$ cat src/mwq_pkg.sv
// mwq_pkg: shared types and constants of the moving-window quantile unit
// used by every module of the unit; depends on nothing
`timescale 1ns / 1ps
`default_nettype none
package mwq_pkg;

   localparam int WINDOW_MAX_DEF  = 64;
   localparam int SAMPLE_BITS_DEF = 32;
   localparam int STEP_MAX        = 1024;
   localparam int PROB_ONE        = 65536;
   localparam int ROW_BITS        = 32;
   localparam int QUANT_BITS      = 48;
   localparam int FRAC_BITS       = 16;
   localparam int CSR_INDEX_BITS  = 3;
   localparam int CSR_DATA_BITS   = 17;

   // register indexes of the csr port
   localparam logic [CSR_INDEX_BITS-1:0] REG_WINDOW_SIZE   = 3'd0;
   localparam logic [CSR_INDEX_BITS-1:0] REG_QUANTILE_PROB = 3'd1;
   localparam logic [CSR_INDEX_BITS-1:0] REG_STEP_SIZE     = 3'd2;
   localparam logic [CSR_INDEX_BITS-1:0] REG_SKIP_MISSING  = 3'd3;
   localparam logic [CSR_INDEX_BITS-1:0] REG_ALIGNMENT     = 3'd4;
   localparam logic [CSR_INDEX_BITS-1:0] REG_COMPACT_INDEX = 3'd5;

   localparam logic [1:0] ALIGN_START = 2'd0;
   localparam logic [1:0] ALIGN_HALF  = 2'd1;

   // control of the cell chain, one copy fans out to every cell
   typedef struct packed {
      logic shift;      // new slot enters, window moves by one
      logic load_rank;  // copy own slot into circulating register, clear rank
      logic load_pick;  // copy own slot and rank into circulating register
      logic rotate;     // circulating registers move one cell on
      logic rank_en;    // compare against the circulating slot and count
   } cell_ctrl_type;

   typedef enum logic [7:0] {
      ST_IDLE  = 8'b0000_0001,
      ST_LOAD1 = 8'b0000_0010,
      ST_RANK  = 8'b0000_0100,
      ST_POS   = 8'b0000_1000,
      ST_LOAD2 = 8'b0001_0000,
      ST_PICK  = 8'b0010_0000,
      ST_MUL   = 8'b0100_0000,
      ST_DONE  = 8'b1000_0000
   } state_type;

endpackage
`default_nettype wire

$ cat src/mwq_divider.sv
// mwq_divider: restoring divider, one quotient bit per cycle, for the compacted row index
// depends on mwq_pkg
`timescale 1ns / 1ps
`default_nettype none
module mwq_divider (
   input  wire                           clock,
   input  wire                           reset,
   input  wire                           start,
   input  wire [mwq_pkg::ROW_BITS-1:0]   dividend,
   input  wire [10:0]                    divisor,
   output logic                          done,
   output logic [mwq_pkg::ROW_BITS-1:0]  quotient
);
   import mwq_pkg::*;

   logic [ROW_BITS-1:0] quot_ff;
   logic [11:0]         rem_ff;
   logic [10:0]         dsr_ff;
   logic [5:0]          cnt_ff;
   logic                busy_ff;
   logic [11:0]         trial;
   logic                fits;

   assign trial = {rem_ff[10:0], quot_ff[ROW_BITS-1]};
   assign fits  = (trial >= {1'b0, dsr_ff});

   always_ff @(posedge clock) begin
      if (reset) begin
         busy_ff <= 1'b0;
         cnt_ff  <= '0;
      end else if (start) begin
         busy_ff <= 1'b1;
         cnt_ff  <= '0;
      end else if (busy_ff) begin
         cnt_ff <= cnt_ff + 6'd1;
         if (cnt_ff == 6'(ROW_BITS - 1))
            busy_ff <= 1'b0;
      end
   end

   always_ff @(posedge clock) begin
      if (start) begin
         quot_ff <= dividend;
         rem_ff  <= '0;
         dsr_ff  <= divisor;
      end else if (busy_ff) begin
         rem_ff  <= fits ? trial - {1'b0, dsr_ff} : trial;
         quot_ff <= {quot_ff[ROW_BITS-2:0], fits};
      end
   end

   assign done     = !busy_ff && !start;
   assign quotient = quot_ff;

endmodule
`default_nettype wire

$ cat config.mk
export PLATFORM = sky130hd
export DESIGN_NAME = mwq_divider
export DESIGN_NICKNAME = d
export VERILOG_FILES = /design/src/mwq_pkg.sv /design/src/mwq_divider.sv
export SDC_FILE = /design/constraint.sdc
export NUM_CORES = 1
export LEC_CHECK = 0
export BUFFER_PORTS_ARGS = -buffer_cell sky130_fd_sc_hd__buf_4
export CAP_MARGIN = 30
export CORE_MARGIN = 3
export CORE_UTILIZATION = 40
export DETAILED_ROUTE_END_ITERATION = 10
export PLACE_DENSITY = 0.73
export SETUP_SLACK_MARGIN = 0.2
export SLEW_MARGIN = 20
export SYNTH_ARGS = -nofsm -noshare
export SYNTH_HDL_FRONTEND = slang
export SYNTH_SLANG_ARGS = --single-unit
$ cat constraint.sdc
create_clock -name clock -period 2.8 [get_ports clock]
set_input_delay 0.42 -clock clock [delete_from_list [all_inputs] [get_ports clock]]
set_output_delay 0.42 -clock clock [all_outputs]
set_load 0.02 [all_outputs]
==> run summary <==
Max Fanout on Critical Path: 7
register area share after synthesis: 0.529
layout cells sized above 1: 0.418
Worst path max stage delay: 0.45 ns
clk_lat worst skew: 0.35 ns
fmax: 0.409 GHz
clk root buf: clkbuf_8
Final Hold Viols: 0
H-tree depth: 3
Synth Area in Adders: 0.0545
critical path required time: 3.07 ns
Synth Area in XOR/XNOR: 0.0253
CTS buffer count: 9
synthesized flop and latch total: 61
crit path setup slack, layout: 0.353 ns
peak supply drop: 0.000352 V
initial antenna violation count: 0
Final Cycle Share: 0.874
Synth Flop Type: edfxtp_1
total track usage: 0.161
Flop pwr share: 0.453
gpl congestion: 0.789
Ys Warns: 0
Post-synth ARST share: 0
Post-DRT Antenna Nets: 0
clk_skew: 0.00947 ns
Synth Instances: 250
Worst-Margin Slew: 0.400 ns
CTS resizes: 0
pre-CTS setup slack: 0.266 ns
Leakage: 0.00164 uW
DR WL/cell: 15.2 um
critical path class: flip-flop to flip-flop
Hold Buf Count CTS: 0
EDFF count, synth: 43
post-synthesis mux area share: 0.151
setup TNS: 0 ns
syn nets: 309
CP most frequent cell: o21ai_4
Comb pwr share: 0.249
TritonCTS clock tree: done
Cell Count Post-Placement: 418
Worst R2R Setup Slack: 0.35 ns
fill cell count: 647
clock buffer depth: 2
pins over their slew limit: 0
Die X: 94.3 um
Remaining DRCs: 0
Final Power: 2450 uW
pin count of the biggest net entering global routing: 31
Synth Area in Simple Gates: 0.105
type of the worst min-delay path: primary input to flip-flop
clock slew at reported path FFs: 0.06 ns
Congestion Overflow GR: 0
fin nets: 391
n_diodes: 0
Synth Area in Compound Gates: 0.0978
Tmin final: 2.45 ns
P_int: 1750 uW
Cell Rows: 31
Vias: 2211
Die Height: 94.3 um
clock sink count: 61
num ports: 79
drt pass-1 iters: 4
Initial DRC Count: 95
Power Density: 615 nW/um2
die footprint: 8900 um2
largest family of logic cells by synthesized area: multiplexers
crit path capture type: flip-flop
status: finished, final reports clean
hold slack: 0.236 ns
Core Area: 7410 um2
RSZ-0062 raised after global routing: false
Port-buffer cells: 78
P_sw: 705 uW
vias per cell: 5.07
maxcap violations: 0
Avg Cell Area, Syn: 12.5 um2
Detail Placement HPWL: 4590 um
clock power share: 0.298
drt total wl: 6610 um
slew margin rel.: 0.730
fin cells: 436
CP startpoint kind: flip-flop
slowest stage cell on the critical path: fa_1
library cells used by synthesis: 44
post-CTS setup buffer count: 0
Mapped Area: 3120 um2
area delta synth->final: 27.7%
critical-path cell list: inv_1, ha_1, fa_1, nor2b_4, o31a_4, o21ai_4, o21ai_4, mux2_4, a211oi_2
vias in the first global route: 2324
initial core utilization: 0.421
Sw Ratio: 0.288
CP Data Arrival Time: 2.72 ns
Final setup viols: 0
global-route wire length before repair: 10900 um
-- power groups by stage --
stage | Sequential [uW] | Clock (uW) | Combinational, uW
floorplan | 1180 | 0 | 357
global placement | 1130 | 0 | 590
detailed placement | 1130 | 0 | 599
CTS | 1110 | 742 | 602
global route | 1120 | 778 | 664
finish | 1110 | 729 | 611
-- per-layer routing --
metal	wire, um	up-vias	track usage
met5	0	-	0
met4	148	0	0.0903
met3	623	9	0.0725
met2	3020	69	0.245
met1	2810	1047	0.187
li1	-	1086	-
-- synth_stat cells, types with 2 or more instances --
| library cell | number | area share |
|---|---|---|
| inv_1 | 14 | 0.017 |
| nor4_4 | 2 | 0.014 |
| a211oi_2 | 2 | 0.0080 |
| a311oi_1 | 2 | 0.0056 |
| dfxtp_1 | 18 | 0.12 |
| nand2_1 | 9 | 0.011 |
| or2_2 | 2 | 0.0040 |
| mux2_2 | 32 | 0.12 |
| o21a_1 | 2 | 0.0048 |
| edfxtp_1 | 43 | 0.41 |
| nand4_1 | 3 | 0.0060 |
| clkbuf_1 | 6 | 0.0072 |
| xor2_1 | 3 | 0.0084 |
| a211oi_1 | 7 | 0.017 |
| or3_1 | 2 | 0.0040 |
| mux2i_1 | 8 | 0.026 |
| ha_1 | 12 | 0.048 |
| mux2_4 | 2 | 0.0096 |
| buf_1 | 3 | 0.0036 |
| nand2b_1 | 4 | 0.0080 |
| nor2_1 | 25 | 0.030 |
| nand3_1 | 3 | 0.0048 |
| o211ai_1 | 3 | 0.0072 |
| xnor2_1 | 6 | 0.017 |
| o21ai_1 | 3 | 0.0048 |
| o22ai_1 | 2 | 0.0040 |
| o21ai_0 | 6 | 0.0096 |
| buf_6 | 2 | 0.0072 |
| o21ai_4 | 2 | 0.010 |
| a21oi_1 | 8 | 0.013 |
-- cells in the final DEF, fill, tap and decap left out, drive strengths merged, types with 3 or more instances in the layout --
cell / instances
nand2: 9
clkbuf: 14
nand2b: 4
o211ai: 3
inv: 14
nor4: 3
buf: 82
nand4: 3
nand3: 4
xor2: 3
a211oi: 9
dfxtp: 18
a21oi: 8
xnor2: 6
nor2: 25
mux2: 34
o21ai: 12
ha: 12
edfxtp: 43
mux2i: 8
-- kinds of logic after synthesis --
logic type,Yosys count
DFF,61
and+or+nand+nor,58
muxes,42
AOI/OAI and AO/OA,41
buffers and inverters,26
adders and majority gates,13
xor gates and xnor gates,9
-- final timing paths --
path | startpoint | endpoint | cells past startpoint
worst max register to register | quotient[31]$_DFFE_PN_ | rem_ff[1]$_SDFFE_PP0P_ | 9
worst min register to register | cnt_ff[5]$_SDFFE_PP0P_ | cnt_ff[5]$_SDFFE_PP0P_ | 2
worst max-delay path | quotient[31]$_DFFE_PN_ | rem_ff[1]$_SDFFE_PP0P_ | 9
worst min-delay path | reset | busy_ff$_SDFF_PP0_ | 2
-- through the flow --
| stage | area [um2] | utilization |
|---|---|---|
| CTS | 3970 | 0.536 |
| finish | 3990 | 0.538 |
| floorplan | 3120 | - |
| detailed placement | 3790 | 0.512 |
| global route | 3990 | 0.538 |
| global placement | 3790 | 0.512 |
-- registers in the layout, indices dropped and copies added (netlist names) --
| signal | cells |
|---|---|
| cnt_ff | 6 |
| busy_ff | 1 |
| dsr_ff | 11 |
| rem_ff | 11 |
| quotient | 32 |
-- area by class of cell --
class | instances | area (um2) | area share
flip-flops and latches | 61 | 1650 | 0.414
multi-input cells | 164 | 1360 | 0.342
repair buffers | 82 | 616 | 0.154
clock buffers | 14 | 173 | 0.0433
well taps | 99 | 124 | 0.0311
inverters | 14 | 52.6 | 0.0132
clock inverters | 2 | 7.51 | 0.00188
-- critical path: cells and delay by family (launching register included) --
family | cells | cell delay, ns
muxes | 1 | 0.34
adders and majority gates | 2 | 0.68
AOI/OAI and AO/OA | 4 | 0.78
DFF | 1 | 0.35
buffers and inverters | 1 | 0.07
and+or+nand+nor | 1 | 0.15
No activity file was read; power rests on OpenSTA's default activity.
