**src/mwq_pkg.sv**
```systemverilog
// mwq_pkg: shared types and constants of the moving-window quantile unit
// used by every module of the unit; depends on nothing
`timescale 1ns / 1ps
`default_nettype none
package mwq_pkg;

   localparam int WINDOW_MAX_DEF  = 64;
   localparam int SAMPLE_BITS_DEF = 32;
   localparam int STEP_MAX        = 1024;
   localparam int PROB_ONE        = 65536;
   localparam int ROW_BITS        = 32;
   localparam int QUANT_BITS      = 48;
   localparam int FRAC_BITS       = 16;
   localparam int CSR_INDEX_BITS  = 3;
   localparam int CSR_DATA_BITS   = 17;

   // register indexes of the csr port
   localparam logic [CSR_INDEX_BITS-1:0] REG_WINDOW_SIZE   = 3'd0;
   localparam logic [CSR_INDEX_BITS-1:0] REG_QUANTILE_PROB = 3'd1;
   localparam logic [CSR_INDEX_BITS-1:0] REG_STEP_SIZE     = 3'd2;
   localparam logic [CSR_INDEX_BITS-1:0] REG_SKIP_MISSING  = 3'd3;
   localparam logic [CSR_INDEX_BITS-1:0] REG_ALIGNMENT     = 3'd4;
   localparam logic [CSR_INDEX_BITS-1:0] REG_COMPACT_INDEX = 3'd5;

   localparam logic [1:0] ALIGN_START = 2'd0;
   localparam logic [1:0] ALIGN_HALF  = 2'd1;

   // control of the cell chain, one copy fans out to every cell
   typedef struct packed {
      logic shift;      // new slot enters, window moves by one
      logic load_rank;  // copy own slot into circulating register, clear rank
      logic load_pick;  // copy own slot and rank into circulating register
      logic rotate;     // circulating registers move one cell on
      logic rank_en;    // compare against the circulating slot and count
   } cell_ctrl_type;

   typedef enum logic [7:0] {
      ST_IDLE  = 8'b0000_0001,
      ST_LOAD1 = 8'b0000_0010,
      ST_RANK  = 8'b0000_0100,
      ST_POS   = 8'b0000_1000,
      ST_LOAD2 = 8'b0001_0000,
      ST_PICK  = 8'b0010_0000,
      ST_MUL   = 8'b0100_0000,
      ST_DONE  = 8'b1000_0000
   } state_type;

endpackage
`default_nettype wire

```
**src/mwq_cell.sv**
```systemverilog
// mwq_cell: one window slot of the cell chain, with a circulating copy and a rank counter
// depends on mwq_pkg
`timescale 1ns / 1ps
`default_nettype none
module mwq_cell #(
   parameter int WINDOW_MAX  = mwq_pkg::WINDOW_MAX_DEF,
   parameter int SAMPLE_BITS = mwq_pkg::SAMPLE_BITS_DEF,
   parameter int POS         = 0
) (
   input  wire                               clock,
   input  wire mwq_pkg::cell_ctrl_type       ctrl,
   input  wire [$clog2(WINDOW_MAX):0]        window_n,
   input  wire signed [SAMPLE_BITS-1:0]      prev_value,
   input  wire                               prev_present,
   input  wire signed [SAMPLE_BITS-1:0]      circ_value_in,
   input  wire                               circ_elig_in,
   input  wire                               circ_win_in,
   input  wire [$clog2(WINDOW_MAX)-1:0]      circ_tag_in,
   output logic signed [SAMPLE_BITS-1:0]     value_out,
   output logic                              present_out,
   output logic signed [SAMPLE_BITS-1:0]     circ_value_out,
   output logic                              circ_elig_out,
   output logic                              circ_win_out,
   output logic [$clog2(WINDOW_MAX)-1:0]     circ_tag_out
);
   import mwq_pkg::*;

   localparam int AW = $clog2(WINDOW_MAX);
   localparam logic [AW:0]   POS_N   = (AW+1)'(POS);
   localparam logic [AW-1:0] POS_TAG = AW'(POS);

   logic signed [SAMPLE_BITS-1:0] value_ff;
   logic                          present_ff;
   logic signed [SAMPLE_BITS-1:0] circ_value_ff;
   logic                          circ_elig_ff;
   logic                          circ_win_ff;
   logic [AW-1:0]                 circ_tag_ff;
   logic [AW-1:0]                 rank_ff;
   logic [AW-1:0]                 rank_in;
   logic                          in_window;
   logic                          below;

   assign in_window = (POS_N < window_n);

   // stable order: equal values rank by slot position
   assign below = circ_elig_ff &&
                  ((circ_value_ff < value_ff) ||
                   ((circ_value_ff == value_ff) && (circ_tag_ff < POS_TAG)));

   assign rank_in = (ctrl.rank_en && below) ? rank_ff + AW'(1) : rank_ff;

   always_ff @(posedge clock) begin
      if (ctrl.shift) begin
         value_ff   <= prev_value;
         present_ff <= prev_present;
      end
      if (ctrl.load_rank) begin
         circ_value_ff <= value_ff;
         circ_elig_ff  <= present_ff && in_window;
         circ_win_ff   <= in_window;
         circ_tag_ff   <= POS_TAG;
         rank_ff       <= '0;
      end else if (ctrl.load_pick) begin
         circ_value_ff <= value_ff;
         circ_elig_ff  <= present_ff && in_window;
         circ_win_ff   <= in_window;
         circ_tag_ff   <= rank_ff;
      end else begin
         rank_ff <= rank_in;
         if (ctrl.rotate) begin
            circ_value_ff <= circ_value_in;
            circ_elig_ff  <= circ_elig_in;
            circ_win_ff   <= circ_win_in;
            circ_tag_ff   <= circ_tag_in;
         end
      end
   end

   assign value_out      = value_ff;
   assign present_out    = present_ff;
   assign circ_value_out = circ_value_ff;
   assign circ_elig_out  = circ_elig_ff;
   assign circ_win_out   = circ_win_ff;
   assign circ_tag_out   = circ_tag_ff;

endmodule
`default_nettype wire

```
**config.mk**
```make
export PLATFORM = sky130hd
export DESIGN_NAME = mwq_cell
export DESIGN_NICKNAME = d
export VERILOG_FILES = /design/src/mwq_pkg.sv /design/src/mwq_cell.sv
export SDC_FILE = /design/constraint.sdc
export NUM_CORES = 1
export LEC_CHECK = 0
export BUFFER_PORTS_ARGS = -buffer_cell sky130_fd_sc_hd__clkbuf_2
export CAP_MARGIN = 20
export CORE_MARGIN = 8
export CORE_UTILIZATION = 35
export CTS_BUF_LIST = sky130_fd_sc_hd__clkbuf_16
export CTS_CLUSTER_DIAMETER = 30
export DETAILED_ROUTE_END_ITERATION = 10
export GPL_TIMING_DRIVEN = 0
export HOLD_SLACK_MARGIN = 0.15
export PLACE_DENSITY = 0.74
export SLEW_MARGIN = 20
export SYNTH_ARGS = -nofsm -noshare
export SYNTH_HDL_FRONTEND = slang
export SYNTH_SLANG_ARGS = --single-unit
```
**constraint.sdc**
```tcl
create_clock -name clock -period 2.3 [get_ports clock]
set_input_delay 0.46 -clock clock [delete_from_list [all_inputs] [get_ports clock]]
set_output_delay 0.46 -clock clock [all_outputs]
set_load 0.02 [all_outputs]
```
==> results of run 1 <==
layout by cell type, fill, tap and decap left out, types with 6 or more instances in the layout:
| cell type | instances |
|---|---|
| clkbuf_2 | 156 |
| edfxtp_1 | 67 |
| nand2_1 | 43 |
| o21ai_0 | 33 |
| inv_1 | 27 |
| ha_1 | 27 |
| nor2_1 | 26 |
| a21oi_1 | 19 |
| clkbuf_1 | 12 |
| dfxtp_1 | 12 |
| buf_4 | 12 |
| nand3_1 | 11 |
| mux2i_1 | 10 |
| clkbuf_16 | 9 |
| nand4_1 | 7 |
| inv_2 | 6 |
power by group:
group | leakage, uW | switching [uW] | internal [uW]
clock network | 0.000136 | 621 | 852
registers | 0.000778 | 75.1 | 1690
logic | 0.00154 | 501 | 335
per-stage QoR:
stage	area, um2	worst slack, ns	setup TNS [ns]	hold WS [ns]	power (uW)
finish	5410	-0.0236	-0.0549	0.289	4080
global route	5410	-0.137	-0.525	0.283	4250
CTS	5380	-0.0475	-0.150	0.279	4090
detailed placement	4920	-0.126	-0.480	0.509	2560
global placement	4900	-0.299	-10.43	0.497	2530
floorplan	3950	0.00776	0	0.469	2250
registers in the layout, summed over array words and instances, names as in the netlist:
register,flops
circ_win_out,1
present_out,1
circ_tag_out,6
value_out,32
rank_ff,6
circ_elig_out,1
circ_value_out,32
worst max-delay path, stage by stage, from the launching register on:
cell and delay (ns):
edfxtp_1 0.42, inv_2 0.10, ha_4 0.20, a21oi_2 0.15
o21ai_2 0.09, a221oi_4 0.30, o21ai_4 0.11, a21oi_4 0.26
mux2i_1 0.24, mux2_1 0.34
area by class of cell:
type	count	area share
Buffer	13	0.00925
Inverter	34	0.0240
Clock inverter	7	0.0148
Timing Repair Buffer	169	0.165
Multi-Input combinational cell	226	0.297
Clock buffer	9	0.0416
Tap cell	140	0.0324
Sequential cell	79	0.416
worst paths after layout:
kind | start | to | slack (ns) | cells past startpoint
worst min register to register | rank_ff[5] | circ_tag_out[5] | 0.52 | 2
worst max register to register | value_out[11] | rank_ff[4] | -0.02 | 9
worst max-delay path | value_out[11] | rank_ff[4] | -0.02 | 9
worst min-delay path | prev_value[7] | value_out[7] | 0.29 | 1
kinds of logic after synthesis:
kind of cell,Yosys count,share of synthesized area
compound gates,71,0.113
fa+ha+maj,32,0.102
buf+inv,47,0.0450
flops,79,0.574
mux,15,0.0398
simple gates,108,0.126
layer usage:
layer	up-vias	global-route usage
met5	-	0
met4	0	0.0725
met3	19	0.0444
met2	118	0.270
met1	1579	0.164
li1	1618	-
timing repair:
| item | CTS | global route |
|---|---|---|
| hold buffers | 0 | 0 |
| setup buffers | 10 | 2 |
| pin swaps | 8 | 7 |
| resized for setup | 14 | 5 |
| endpoints found under the setup margin | 4 | 5 |
==> flow_summary.ini, run 1 <==
[placement]
port_buffers = 156
placed_cells_incl_taps = 649
place_hpwl_um = 8840
gp_routability_congestion = 0.800

[synthesis]
yosysMostFrequentCell = edfxtp_1
async_flop_share = 0
synth_cell_types = 39
synth_top_area_cell = edfxtp_1
synth.avg_cell_area_um2 = 11.2
syn-num-nets = 470
netlist_area_mm2 = 0.00393
synthTopCellsByCount = 67 x edfxtp_1, 44 x nand2_1, 34 x o21ai_0, 32 x ha_1, 32 x inv_1
synth_seq_area_share = 0.574
synth_top_cell_area_share = 0.513
synth_edf_count = 67
ys_ff_latch = 79
ys.flop_type = edfxtp_1
synth.area.top_cells = edfxtp_1 51%, ha_1 10%, dfxtp_1 6.1%
yosysWarningCount = 0
netlist_instances = 352

[floorplan]
ioPinCount = 159
die_x_um = 122
die_h_um = 122
dieArea_mm2 = 0.0149
rows = 38
core-area_mm2 = 0.0109
start_util = 0.360

[timing]
setup_viol = 4
worst_slack_ns = -0.0236
skew_ns = 0.00668
period_share = 1.01
max_freq_mhz = 430
tightest_slew_ns = 0.877
rsz0062_at_grt = true
min_period_ns = 2.32
finalHoldViolations = 0
drv_slew = 0
maxSlewHeadroom = 0.415

[clocking]
cts_buffer_depth = 2
cts_buffers = 9
cts_sinks = 79
root_buffer = clkbuf_16
htree_levels = 3
clkTransAtPathRegs_ns = 0.07
cts_tree = done
clkLatencyLatePin_ns = 0.34

[global_routing]
grt_pass1_wl_um = 17700
antenna_found_initial = 0
grt_pass1_vias = 3691
overflow = 0
grt_max_degree = 34
track_usage = 0.152

[finish]
post-route-util = 0.497
fillers = 1017
area_growth_pct = 37.9
multi_input_area_mm2 = 0.00161
fin_nets = 650
finalNonFillerCells = 677
diodes = 0
drive_above_1_share = 0.402
ff_latch_area_mm2 = 0.00225

[detailed_routing]
first_iter_violations = 126
via_count = 3334
viasPerCell = 4.92
route.met3.wl_um = 763
wl_met2_um = 5610
wl_per_cell_um = 16.6
postRouteAntennaNets = 0
top_layer = met4
wirelength_um = 11300
met1_length_um = 4560
drc = 0
first_pass_iters = 4

[setup_path]
critical_path_arrival_ns = 2.55
critPathRequiredTime_ns = 2.53
worstSetupPathType = reg2reg
cp-start-kind = flip-flop
endpoint_kind = flip-flop
worstPathMaxFanout = 5

[outcome]
violations = negative setup slack
status = finished with violations

[worst_hold_path]
hold_class = in2reg

[job]
cap_viol_max_count = 0

[pwr]
leakagePower_uw = 0.00245
p_per_area_mw_per_mm2 = 753
irDropWorstVdd_mv = 0.391
No activity file was read; power rests on OpenSTA's default activity.
==> run 2, diff against run 1 <==
--- a/config.mk
+++ b/config.mk
@@ -7,15 +7,18 @@
 export LEC_CHECK = 0
 export BUFFER_PORTS_ARGS = -buffer_cell sky130_fd_sc_hd__clkbuf_2
 export CAP_MARGIN = 20
+export CELL_PAD_IN_SITES_DETAIL_PLACEMENT = 0
+export CELL_PAD_IN_SITES_GLOBAL_PLACEMENT = 2
 export CORE_MARGIN = 8
-export CORE_UTILIZATION = 35
+export CORE_UTILIZATION = 26
 export CTS_BUF_LIST = sky130_fd_sc_hd__clkbuf_16
 export CTS_CLUSTER_DIAMETER = 30
 export DETAILED_ROUTE_END_ITERATION = 10
 export GPL_TIMING_DRIVEN = 0
 export HOLD_SLACK_MARGIN = 0.15
-export PLACE_DENSITY = 0.74
+export PLACE_DENSITY = 0.86
 export SLEW_MARGIN = 20
 export SYNTH_ARGS = -nofsm -noshare
 export SYNTH_HDL_FRONTEND = slang
 export SYNTH_SLANG_ARGS = --single-unit
+export TNS_END_PERCENT = 1
==> constraint.sdc (replaced) <==
create_clock -name clock -period 2.3 [get_ports clock]
set_input_delay 0.23 -clock clock [delete_from_list [all_inputs] [get_ports clock]]
set_output_delay 0.23 -clock clock [all_outputs]
set_load 0.02 [all_outputs]
==> run 2 against run 1 <==
  * The flow still finishes with violations (negative setup slack)
  * Register-to-register slack got worse by 0.03 ns
  * Power fell by 3.4%
  * Non-clock buffer count is 36 higher
  * Flip-flop and latch count unchanged
  * Combinational power grew 6.2%
  * Via count increased by 1.2%
  * Largest cell class unchanged
  * Highest routed layer is now met5
==> flow_summary.ini, run 2 (synthesis gave the netlist of run 1 again) <==
[setup_path]
crit_end = rank_ff[4]
worstPathMaxFanout = 5
critical_path_arrival_ns = 2.58
reg2reg_depth = 8
worstSetupPathType = reg2reg
critPathRequiredTime_ns = 2.52
r2r_start = circ_value_out[9]
r2r_slack_ns = -0.06
cp-start-kind = flip-flop
endpoint_kind = flip-flop
worst_r2r_endpoint = rank_ff[4]
startpoint = circ_value_out[9]

[timing]
tightest_slew_ns = 0.913
maxSlewHeadroom = 0.391
period_share = 1.02
worst_slack_ns = -0.0553
setup_viol = 4
max_freq_mhz = 425
holdWs_ns = 0.167
skew_ns = 0.00343
drv_slew = 0
finalHoldViolations = 0
tns_ns = -0.208
min_period_ns = 2.36
rsz0062_at_grt = true

[detailed_routing]
first_pass_iters = 4
first_iter_violations = 168
postRouteAntennaNets = 0
via_count = 3373
wl_per_cell_um = 15.3
wirelength_um = 11700
viasPerCell = 4.43
drc = 0

[floorplan]
dieArea_mm2 = 0.0193
die_x_um = 139
start_util = 0.262
rows = 45
ioPinCount = 159
core-area_mm2 = 0.0150
die_h_um = 139

[finish]
post-route-util = 0.387
diodes = 0
drive_above_1_share = 0.366
fillers = 1513
area_growth_pct = 47.6
final_common_cell = clkbuf_2
fin_nets = 686
final_cell_mix = 156 x clkbuf_2, 67 x edfxtp_1, 44 x nand2_1

[pwr]
irDropWorstVdd_mv = 0.363
p_int_uw = 2780
p_sw_uw = 1150
leakagePower_uw = 0.00259
combinationalPowerShare = 0.225
swShare = 0.293
p_per_area_mw_per_mm2 = 680
seqPwrFrac = 0.448
clockPowerShare = 0.326
power.total_uw = 3940

[clocking]
root_buffer = clkbuf_16
cts_buffers = 9
cts_buffer_depth = 2
clkLatencyLatePin_ns = 0.34
cts_tree = done
clkTransAtPathRegs_ns = 0.06
cts_sinks = 79
htree_levels = 3

[global_routing]
grt_max_degree = 34
antenna_found_initial = 1
grt_pass1_wl_um = 18500
overflow = 0
grt_pass1_vias = 3698
track_usage = 0.121

[worst_hold_path]
hold_class = in2reg

[placement]
port_buffers = 156
gp_routability_congestion = 0.720
place_hpwl_um = 8860
pre_cts_slack_ns = -0.232

[outcome]
violations = negative setup slack
status = finished with violations

[job]
cap_viol_max_count = 0
==> run 2: critical path, stage by stage (launching register included) <==
cell,delay (ns)
edfxtp_1,0.43
ha_4,0.28
a21oi_4,0.13
o21ai_2,0.10
a221oi_4,0.35
o21ai_4,0.12
a21oi_4,0.25
mux2i_1,0.24
mux2_1,0.34
==> run 2: repair_timing <==
action	4_1_cts	5_1_grt
buffers inserted	6	5
pin swaps	7	10
hold buffers	37	0
gates resized for setup	9	10
endpoints found under the setup margin	4	6
hold endpoints to repair	37	0
==> run 2: worst min path at each step <==
stage	from	end	slack [ns]	cells after the start
after floorplan	prev_present	present_out	0.33	0
after global placement	prev_value[7]	value_out[7]	0.41	1
after detailed placement	prev_value[14]	value_out[14]	0.41	1
after CTS	circ_value_in[27]	circ_value_out[27]	0.15	3
after global routing	circ_value_in[27]	circ_value_out[27]	0.16	3
final	circ_value_in[27]	circ_value_out[27]	0.17	3
==> run 2: stage by stage <==
| stage | instances | cell area, um2 |
|---|---|---|
| floorplan | 352 | 3950 |
| global placement | 696 | 4960 |
| detailed placement | 697 | 4990 |
| CTS | 756 | 5710 |
| global route | 761 | 5790 |
| finish | 761 | 5790 |
==> run 2: per-layer routing <==
| layer | vias to the layer above | routed length [um] | part of all wire | GRT usage |
|---|---|---|---|---|
| met5 | - | 8 | 0.00069 | 0 |
| met1 | 1561 | 4930 | 0.42 | 0.131 |
| met2 | 106 | 5670 | 0.49 | 0.209 |
| li1 | 1692 | - | - | - |
| met4 | 2 | 121 | 0.010 | 0.0358 |
| met3 | 12 | 940 | 0.081 | 0.0544 |
==> run 2: area by class of cell <==
class	instances	area, um2	share of cell area
clock inverters	7	32.5	0.00562
inverters	34	130	0.0225
multi-input cells	226	1600	0.277
clock buffers	9	225	0.0389
plain buffers	13	52.6	0.00907
repair buffers	205	1260	0.218
well taps	188	235	0.0406
flip-flops and latches	79	2250	0.389
==> run 2: power groups by stage <==
stage / combinational, uW / sequential [uW] / clock [uW]
final: 888 / 1760 / 1280
after global routing: 978 / 1780 / 1370
after CTS: 861 / 1760 / 1320
after detailed placement: 772 / 1790 / 0
after global placement: 758 / 1790 / 0
after floorplan: 327 / 1920 / 0
==> run 3, diff against run 2 <==
--- a/config.mk
+++ b/config.mk
@@ -17,7 +17,7 @@
 export GPL_TIMING_DRIVEN = 0
 export HOLD_SLACK_MARGIN = 0.15
 export PLACE_DENSITY = 0.86
-export SLEW_MARGIN = 20
+export SETUP_SLACK_MARGIN = 0.1
 export SYNTH_ARGS = -nofsm -noshare
 export SYNTH_HDL_FRONTEND = slang
 export SYNTH_SLANG_ARGS = --single-unit
==> run 3 against run 2 <==
  * The flow still finishes with violations (negative setup slack)
  * Via count increased by 0.36%
  * Maximum frequency increased by 1.1%
  * Routed wire length increased by 0.53%
  * Combinational power increased by 0.8%
  * Cell area decreased by 0.17%
  * Worst hold slack improved by 0.0019 ns
  * Global-route usage decreased by 0.080 points
  * Critical path depth unchanged
  * Worst setup slack improved by 0.025 ns
  * Sequential power about the same
  * Core utilization decreased by 0.067 points
  * Flip-flop and latch count unchanged
  * Largest cell class unchanged
  * Largest power group unchanged
  * Highest routed layer is now met4
==> flow_summary.ini, run 3 (synthesis gave the netlist of run 1 again) <==
[outcome]
status = finished with violations
violations = negative setup slack

[floorplan]
core-area_mm2 = 0.0150
die_h_um = 139
rows = 45
ioPinCount = 159
die_x_um = 139
dieArea_mm2 = 0.0193
start_util = 0.262

[finish]
final_cell_mix = 156 x clkbuf_2, 67 x edfxtp_1, 44 x nand2_1
drive_above_1_share = 0.380
post-route-util = 0.386
fin_nets = 684
final_common_cell = clkbuf_2
diodes = 0
finalNonFillerCells = 757
area_growth_pct = 47.3

[clocking]
cts_buffers = 9
htree_levels = 3
cts_buffer_depth = 2
cts_sinks = 79
clkLatencyLatePin_ns = 0.34
clkTransAtPathRegs_ns = 0.06
cts_tree = done
root_buffer = clkbuf_16

[setup_path]
worstPathMaxFanout = 5
cp-start-kind = flip-flop
endpoint_kind = flip-flop
critPathRequiredTime_ns = 2.52
r2r_start = circ_value_out[9]
r2r_slack_ns = -0.03
critical_path_arrival_ns = 2.55
worst_r2r_endpoint = rank_ff[5]
worstSetupPathType = reg2reg
reg2reg_depth = 8

[timing]
max_freq_mhz = 429
worst_slack_ns = -0.0303
setup_viol = 4
period_share = 1.01
skew_ns = 0.00441
finalHoldViolations = 0
tightest_slew_ns = 0.905
holdWs_ns = 0.169
min_period_ns = 2.33
maxSlewHeadroom = 0.396
tns_ns = -0.101
rsz0062_at_grt = true
drv_slew = 0

[pwr]
swShare = 0.290
combinationalPowerShare = 0.229
leakagePower_uw = 0.00259
seqPwrFrac = 0.452
p_per_area_mw_per_mm2 = 676
p_sw_uw = 1130
clockPowerShare = 0.319
irDropWorstVdd_mv = 0.402
p_int_uw = 2780

[placement]
placed_cells_incl_taps = 696
place_hpwl_um = 8720
port_buffers = 156
gp_routability_congestion = 0.720

[global_routing]
antenna_found_initial = 0
track_usage = 0.120
grt_max_degree = 35
grt_pass1_vias = 3780
overflow = 0
grt_pass1_wl_um = 18500

[detailed_routing]
first_iter_violations = 168
wl_per_cell_um = 15.5
viasPerCell = 4.47
drc = 0
via_count = 3385
postRouteAntennaNets = 0
wirelength_um = 11700
first_pass_iters = 4

[worst_hold_path]
holdCritStartpoint = circ_value_in[6]
hold_class = in2reg
whs_path_depth = 3
hold_path_end = circ_value_out[6]

[job]
cap_viol_max_count = 0
[run 3: critical path: stages (launching register included)]
cell	delay, ns
edfxtp_1	0.44
ha_4	0.27
a21oi_2	0.14
o21ai_2	0.09
a221oi_4	0.33
o21ai_4	0.12
a21oi_4	0.25
mux2i_1	0.24
mux2_1	0.34
[run 3: final cells by class]
| cell class | count | area (um2) |
|---|---|---|
| tap | 188 | 235 |
| inverter | 34 | 130 |
| clock inverter | 5 | 20.0 |
| multi-input combinational | 226 | 1650 |
| buffer | 13 | 56.3 |
| sequential | 79 | 2250 |
| timing repair buffer | 203 | 1220 |
| clock buffer | 9 | 225 |
| fill | 1499 | 9190 |
[run 3: repair_timing]
item                                    in CTS  in global routing
endpoints found under the setup margin       5                  6
pin swaps                                    8                 13
hold endpoints to repair                    33                  0
cloned                                       0                  0
setup buffers                                5                  9
gates resized for setup                      9                 20
hold buffers                                33                  0
[run 3: stage by stage]
step | instance area (um2) | setup slack [ns] | total power (uW)
finish | 5780 | -0.0303 | 3910
CTS | 5620 | -0.104 | 3900
global placement | 4960 | -0.219 | 2540
global route | 5780 | -0.174 | 4110
detailed placement | 4960 | -0.205 | 2560
floorplan | 3950 | 0.00776 | 2250
[run 3: how the worst max path moves through the flow]
stage	start	end	slack [ns]	depth (start not counted)
after floorplan	circ_value_out[9]	rank_ff[2]	0.008	8
after global placement	value_out[31]	rank_ff[5]	-0.22	10
after detailed placement	value_out[31]	rank_ff[4]	-0.20	10
after CTS	value_out[9]	rank_ff[4]	-0.10	9
after global routing	value_out[11]	rank_ff[5]	-0.17	9
final	circ_value_out[9]	rank_ff[5]	-0.03	8
[run 3: metal layers]
layer,part of all wire,global-route usage
met5,0,0
met4,0.0052,0.0381
met3,0.074,0.0547
met2,0.50,0.207
met1,0.42,0.130
[run 3: power by group through the flow]
stage / clock (uW) / sequential (uW) / combinational [uW]
after floorplan: 0 / 1920 / 327
after global placement: 0 / 1790 / 758
after detailed placement: 0 / 1790 / 766
after CTS: 1290 / 1770 / 849
after global routing: 1340 / 1780 / 984
final: 1250 / 1770 / 895
